### src/rtl/hbfp_pkg.sv
// Shared types and codes for the best-first picker.
package hbfp_pkg;

  localparam logic [1:0] OP_START = 2'd0;
  localparam logic [1:0] OP_LOAD  = 2'd1;
  localparam logic [1:0] OP_PICK  = 2'd2;

  localparam logic [1:0] KIND_NONE = 2'd0;
  localparam logic [1:0] KIND_PREF = 2'd1;
  localparam logic [1:0] KIND_HEAP = 2'd2;

  typedef struct packed {
    logic [1:0]         opcode;
    logic [31:0]        item;
    logic signed [31:0] score;
  } in_item_t;

  typedef struct packed {
    logic [31:0]        picked_item;
    logic signed [31:0] picked_score;
    logic               found;
    logic               was_preferred;
  } out_item_t;

  typedef struct packed {
    logic [31:0]        item;
    logic signed [31:0] score;
  } entry_t;

  typedef struct packed {
    logic       start;
    logic       load;
    logic       bld_init;
    logic       bld_rd;
    logic       bld_load;
    logic       pop_rd;
    logic       pop_load;
    logic       sift_rd;
    logic       sift_step;
    logic       out_load;
    logic [1:0] out_kind;
  } ctrl_cmd_t;

  typedef struct packed {
    logic item_nonzero;
    logic count_zero;
    logic count_full;
    logic bidx_zero;
    logic sift_stop;
    logic top_is_pref;
    logic out_free;
  } dp_stat_t;

endpackage

### src/rtl/hbfp_ctrl.sv
// Controller state machine that sequences start, load, heap build, pop and sift-down.
module hbfp_ctrl (
  input  logic                 clk,
  input  logic                 rst_n,
  input  logic                 in_valid,
  input  logic [1:0]           in_opcode,
  output logic                 in_stall,
  input  hbfp_pkg::dp_stat_t   stat,
  output hbfp_pkg::ctrl_cmd_t  cmd
);

  localparam logic [3:0] S_IDLE     = 4'd0;
  localparam logic [3:0] S_PICK     = 4'd1;
  localparam logic [3:0] S_BLD_RD   = 4'd2;
  localparam logic [3:0] S_BLD_LD   = 4'd3;
  localparam logic [3:0] S_POP_RD   = 4'd4;
  localparam logic [3:0] S_POP_LD   = 4'd5;
  localparam logic [3:0] S_SIFT_RD  = 4'd6;
  localparam logic [3:0] S_SIFT_CMP = 4'd7;
  localparam logic [3:0] S_OUT      = 4'd8;

  localparam logic [1:0] PH_DONE = 2'd0;
  localparam logic [1:0] PH_PREF = 2'd1;
  localparam logic [1:0] PH_MAIN = 2'd2;

  logic [3:0] state_r, state_nxt;
  logic [1:0] phase_r, phase_nxt;
  logic       ready_r, ready_nxt;
  logic [1:0] kind_r, kind_nxt;

  always_ff @(posedge clk) begin
    if (!rst_n) begin
      state_r <= S_IDLE;
      phase_r <= PH_DONE;
      ready_r <= 1'b0;
      kind_r  <= hbfp_pkg::KIND_NONE;
    end else begin
      state_r <= state_nxt;
      phase_r <= phase_nxt;
      ready_r <= ready_nxt;
      kind_r  <= kind_nxt;
    end
  end

  assign in_stall = (state_r != S_IDLE);

  always_comb begin
    state_nxt    = state_r;
    phase_nxt    = phase_r;
    ready_nxt    = ready_r;
    kind_nxt     = kind_r;
    cmd          = '0;
    cmd.out_kind = kind_r;
    case (state_r)
      S_IDLE: begin
        if (in_valid) begin
          case (in_opcode)
            hbfp_pkg::OP_START: begin
              cmd.start = 1'b1;
              phase_nxt = stat.item_nonzero ? PH_PREF : PH_MAIN;
              ready_nxt = 1'b0;
            end
            hbfp_pkg::OP_LOAD: begin
              cmd.load = 1'b1;
              if (!stat.count_full) begin
                ready_nxt = 1'b0;
              end
            end
            hbfp_pkg::OP_PICK: begin
              case (phase_r)
                PH_PREF: begin
                  phase_nxt = PH_MAIN;
                  kind_nxt  = hbfp_pkg::KIND_PREF;
                  state_nxt = S_OUT;
                end
                PH_MAIN: begin
                  state_nxt = S_PICK;
                end
                default: begin
                  kind_nxt  = hbfp_pkg::KIND_NONE;
                  state_nxt = S_OUT;
                end
              endcase
            end
            default: begin
            end
          endcase
        end
      end
      S_PICK: begin
        if (stat.count_zero) begin
          phase_nxt = PH_DONE;
          kind_nxt  = hbfp_pkg::KIND_NONE;
          state_nxt = S_OUT;
        end else if (!ready_r) begin
          cmd.bld_init = 1'b1;
          state_nxt    = S_BLD_RD;
        end else begin
          state_nxt = S_POP_RD;
        end
      end
      S_BLD_RD: begin
        if (stat.bidx_zero) begin
          ready_nxt = 1'b1;
          state_nxt = S_POP_RD;
        end else begin
          cmd.bld_rd = 1'b1;
          state_nxt  = S_BLD_LD;
        end
      end
      S_BLD_LD: begin
        cmd.bld_load = 1'b1;
        state_nxt    = S_SIFT_RD;
      end
      S_POP_RD: begin
        cmd.pop_rd = 1'b1;
        state_nxt  = S_POP_LD;
      end
      S_POP_LD: begin
        cmd.pop_load = 1'b1;
        state_nxt    = S_SIFT_RD;
      end
      S_SIFT_RD: begin
        cmd.sift_rd = 1'b1;
        state_nxt   = S_SIFT_CMP;
      end
      S_SIFT_CMP: begin
        cmd.sift_step = 1'b1;
        if (!stat.sift_stop) begin
          state_nxt = S_SIFT_RD;
        end else if (!ready_r) begin
          state_nxt = S_BLD_RD;
        end else if (stat.top_is_pref) begin
          state_nxt = S_PICK;
        end else begin
          kind_nxt  = hbfp_pkg::KIND_HEAP;
          state_nxt = S_OUT;
        end
      end
      S_OUT: begin
        if (stat.out_free) begin
          cmd.out_load = 1'b1;
          state_nxt    = S_IDLE;
        end
      end
      default: begin
        state_nxt = S_IDLE;
      end
    endcase
  end

endmodule

### config.mk
export PLATFORM = sky130hd
export DESIGN_NAME = hbfp_ctrl
export DESIGN_NICKNAME = d
export VERILOG_FILES = /design/src/rtl/hbfp_pkg.sv /design/src/rtl/hbfp_ctrl.sv
export SDC_FILE = /design/constraint.sdc
export NUM_CORES = 1
export LEC_CHECK = 0
export BUFFER_PORTS_ARGS = -buffer_cell sky130_fd_sc_hd__clkbuf_2
export CAP_MARGIN = 20
export CORE_MARGIN = 2
export CORE_UTILIZATION = 45
export CTS_BUF_LIST = sky130_fd_sc_hd__clkbuf_4 sky130_fd_sc_hd__clkbuf_8
export DETAILED_ROUTE_END_ITERATION = 16
export PLACE_DENSITY = 0.76
export SYNTH_ARGS = -nofsm -noshare
export SYNTH_HDL_FRONTEND = slang
export SYNTH_SLANG_ARGS = --single-unit
### constraint.sdc
create_clock -name clk -period 1.5 [get_ports clk]
set_input_delay 0 -clock clk [delete_from_list [all_inputs] [get_ports clk]]
set_output_delay 0 -clock clk [all_outputs]
set_load 0.01 [all_outputs]
==> run metrics <==
outcome=finished with violations; failing checks=setup timing; grt ovf=0; r2r setup slk=0 ps; root cell of the clock tree=clkbuf_4; Cells after Synth=87; Yosys Warn Count=0; Detail Placement HPWL=1630 µm; drt first-iter violations=25; worst r2r src=state_r[3]; CTS buffer count=3; clock latency on the worst-skew pair=260 ps; routability-driven placement congestion ratio=0.849; Setup crit end kind=output port; Yosys reg bits=9; drt total wl=2100 µm; sw power=0.169 mW; netlist area before placement=727 µm²; Max Clk Rate=647 MHz; DRC Markers=0; Layout Nets=137; Final ANT Viol Nets=0; Hold Path Origin=stat[1]; relative slew slack=77.2%; CP top delay family=simple AND/OR/NAND/NOR gates; VDD IR max=0.422 mV; Cells after DPL=136; Synth cell types=39; Pre-antenna DRT Iters=4; CP max-delay cell=or4b_4; CP bufs+invs=2; fin. max-slew vios=0; Die Width=44.2 µm; fraction of layout cells with a size suffix above 1=48.4%; worst slew pin tran=339 ps; Worst setup SP type=flip-flop; Worst Path Arrival=1550 ps; I/O Pins=25; ANT cells=0; CP Data Required Time=1500 ps; clk buf depth=2; Post-CTS Hold Buffers=0; critical path's largest stage delay=540 ps; Power Density=598 nW/µm²; internal power=0.435 mW; pin count of the biggest net entering global routing=13; Die Height=44.2 µm; CTS tree=done; Seq/Total Area, Yosys=24.8%; CTS clock-pin slew for the worst setup and hold paths=60 ps; CP Cell Sequence=or4b_4 -> buf_6 -> nor3_4 -> buf_2; leak pwr=0.442 nW; Total GRT Usage=23.7%; Hold Fails Final Rpt=0; Core Util, Final=66.9%; initial antenna violation count=0; clock skew=0.631 ps; H-tree depth=1; Hold WC Path Type=in -> reg; final instance area=1010 µm²; global-route wire length before repair=3420 µm; total core area=1510 µm²; setup ws final=-45.2 ps; clk sinks=9; Worst Setup SP=state_r[3]; Post-Syn Area per Cell=8.36 µm²; Tmin final=1550 ps; DR WL/cell=15.0 µm; hold_ws=6.17 ps; Vias=858; Seq pwr share=41.8%; RSZ-0062 raised after global routing=yes; Post-Layout Cell Count=140; CP max FO=4; critical path class=reg -> out; Sw Ratio=27.9%; post-place instance area=932 µm²; vias in the first global route=797; Synth Net Count=99; Die ar.=1950 µm²; Layout area overhead=38.7%; Tcrit/Tclk final=103%; port buffer count=24; Max Cap Viol=0; Final Setup Violations=2; DR vias/cell=6.13; Combinational Power Share=23.8%; Initial Utilization=48.3%; row count=14; clock power share=34.4%
-- worst paths after layout --
| kind | endpoint | depth (start not counted) |
|---|---|---|
| setup reg to reg | state_r[2] | 6 |
| hold reg to reg | kind_r[0] | 2 |
| setup / recovery | cmd[9] | 4 |
| hold / removal | state_r[0] | 3 |
-- placed cells by master (no fill, tap or decap), drive strengths merged, types with 2 or more instances in the layout --
cell type and instances:
clkbuf 23, buf 20, nand2 11, dfxtp 9, mux2i 6, nor3 6, nand2b 5, nor2 5
nand3 4, o21ai 3, nand4 3, nor3b 2, inv 2, o21a 2, a21oi 2, or4b 2
and3b 2, a21boi 2
-- what timing repair did --
action,in CTS,in global routing
pin swaps,1,6
gates cloned,0,0
endpoints found under the setup margin,4,9
setup buffers,1,0
gates resized for setup,5,12
-- metrics by stage --
stage	setup TNS (ps)	setup WS (ps)	power [mW]
2_1_floorplan	-3.04	-3.04	0.335
3_3_place_gp	0	73.5	0.389
3_5_place_dp	0	8.85	0.394
4_1_cts	-44.4	-44.4	0.599
5_1_grt	-206	-113	0.630
6_report	-48.9	-45.2	0.603
-- power by group through the flow --
stage	logic [mW]	registers (mW)	clock network, mW
after detailed placement	0.138	0.255	0
after CTS	0.137	0.251	0.211
after floorplan	0.0816	0.254	0
final	0.144	0.252	0.208
after global placement	0.134	0.255	0
after global routing	0.154	0.252	0.224
-- state kept, by name (all words and copies together), names as in the netlist --
name     cells
phase_r      2
state_r      4
kind_r       2
ready_r      1
-- cells in the mapped netlist (all sizes together) --
library cell	number	area (µm²)
nand2	11	41.3
dfxtp	9	180
mux2i	6	60.1
nor3	6	35.0
buf	5	43.8
nand2b	5	31.3
nor2	5	18.8
nand3	4	25.0
nand4	3	18.8
o21ai	3	15.0
a21boi	2	15.0
a21oi	2	10.0
and3b	2	18.8
inv	2	7.51
nor3b	2	15.0
o21a	2	15.0
or4b	2	23.8
a2111oi	1	27.5
a211o	1	8.76
a211oi	1	7.51
a21o	1	7.51
a31oi	1	6.26
a32o	1	11.3
a32oi	1	8.76
and2b	1	7.51
and4b	1	11.3
clkbuf	1	3.75
nor4	1	6.26
o2111ai	1	8.76
o31ai	1	7.51
o32a	1	10.0
or4	1	11.3
xnor2	1	8.76
-- cell type report --
class	instances	area, µm²
sequential	9	185
inverter	2	7.51
fill	130	498
clock buffer	4	30.0
tap	16	20.0
timing repair buffer	39	240
multi-input combinational	70	526
-- worst min-delay path, delay by kind of cell --
family	cells	cell delay, ps
buf+inv	1	110
simple gates	1	60
compound gates	1	60
-- cell families (layout without fill, tap and decap cells) --
family | after synthesis | count (layout) | synth area share, %
and+or+nand+nor | 44 | 44 | 36.3
AOI/OAI and AO/OA | 19 | 19 | 21.9
DFF | 9 | 9 | 24.8
buffers and inverters | 8 | 45 | 7.57
muxes | 6 | 6 | 8.26
xor gates and xnor gates | 1 | 1 | 1.21
-- metal layers --
metal	global-route usage, %	wire length, µm	vias up
li1	-	-	404
met4	12.7	80	0
met3	4.08	162	12
met2	40.0	1030	56
met5	0	0	-
met1	28.6	829	386
No activity file was read; power rests on OpenSTA's default activity.
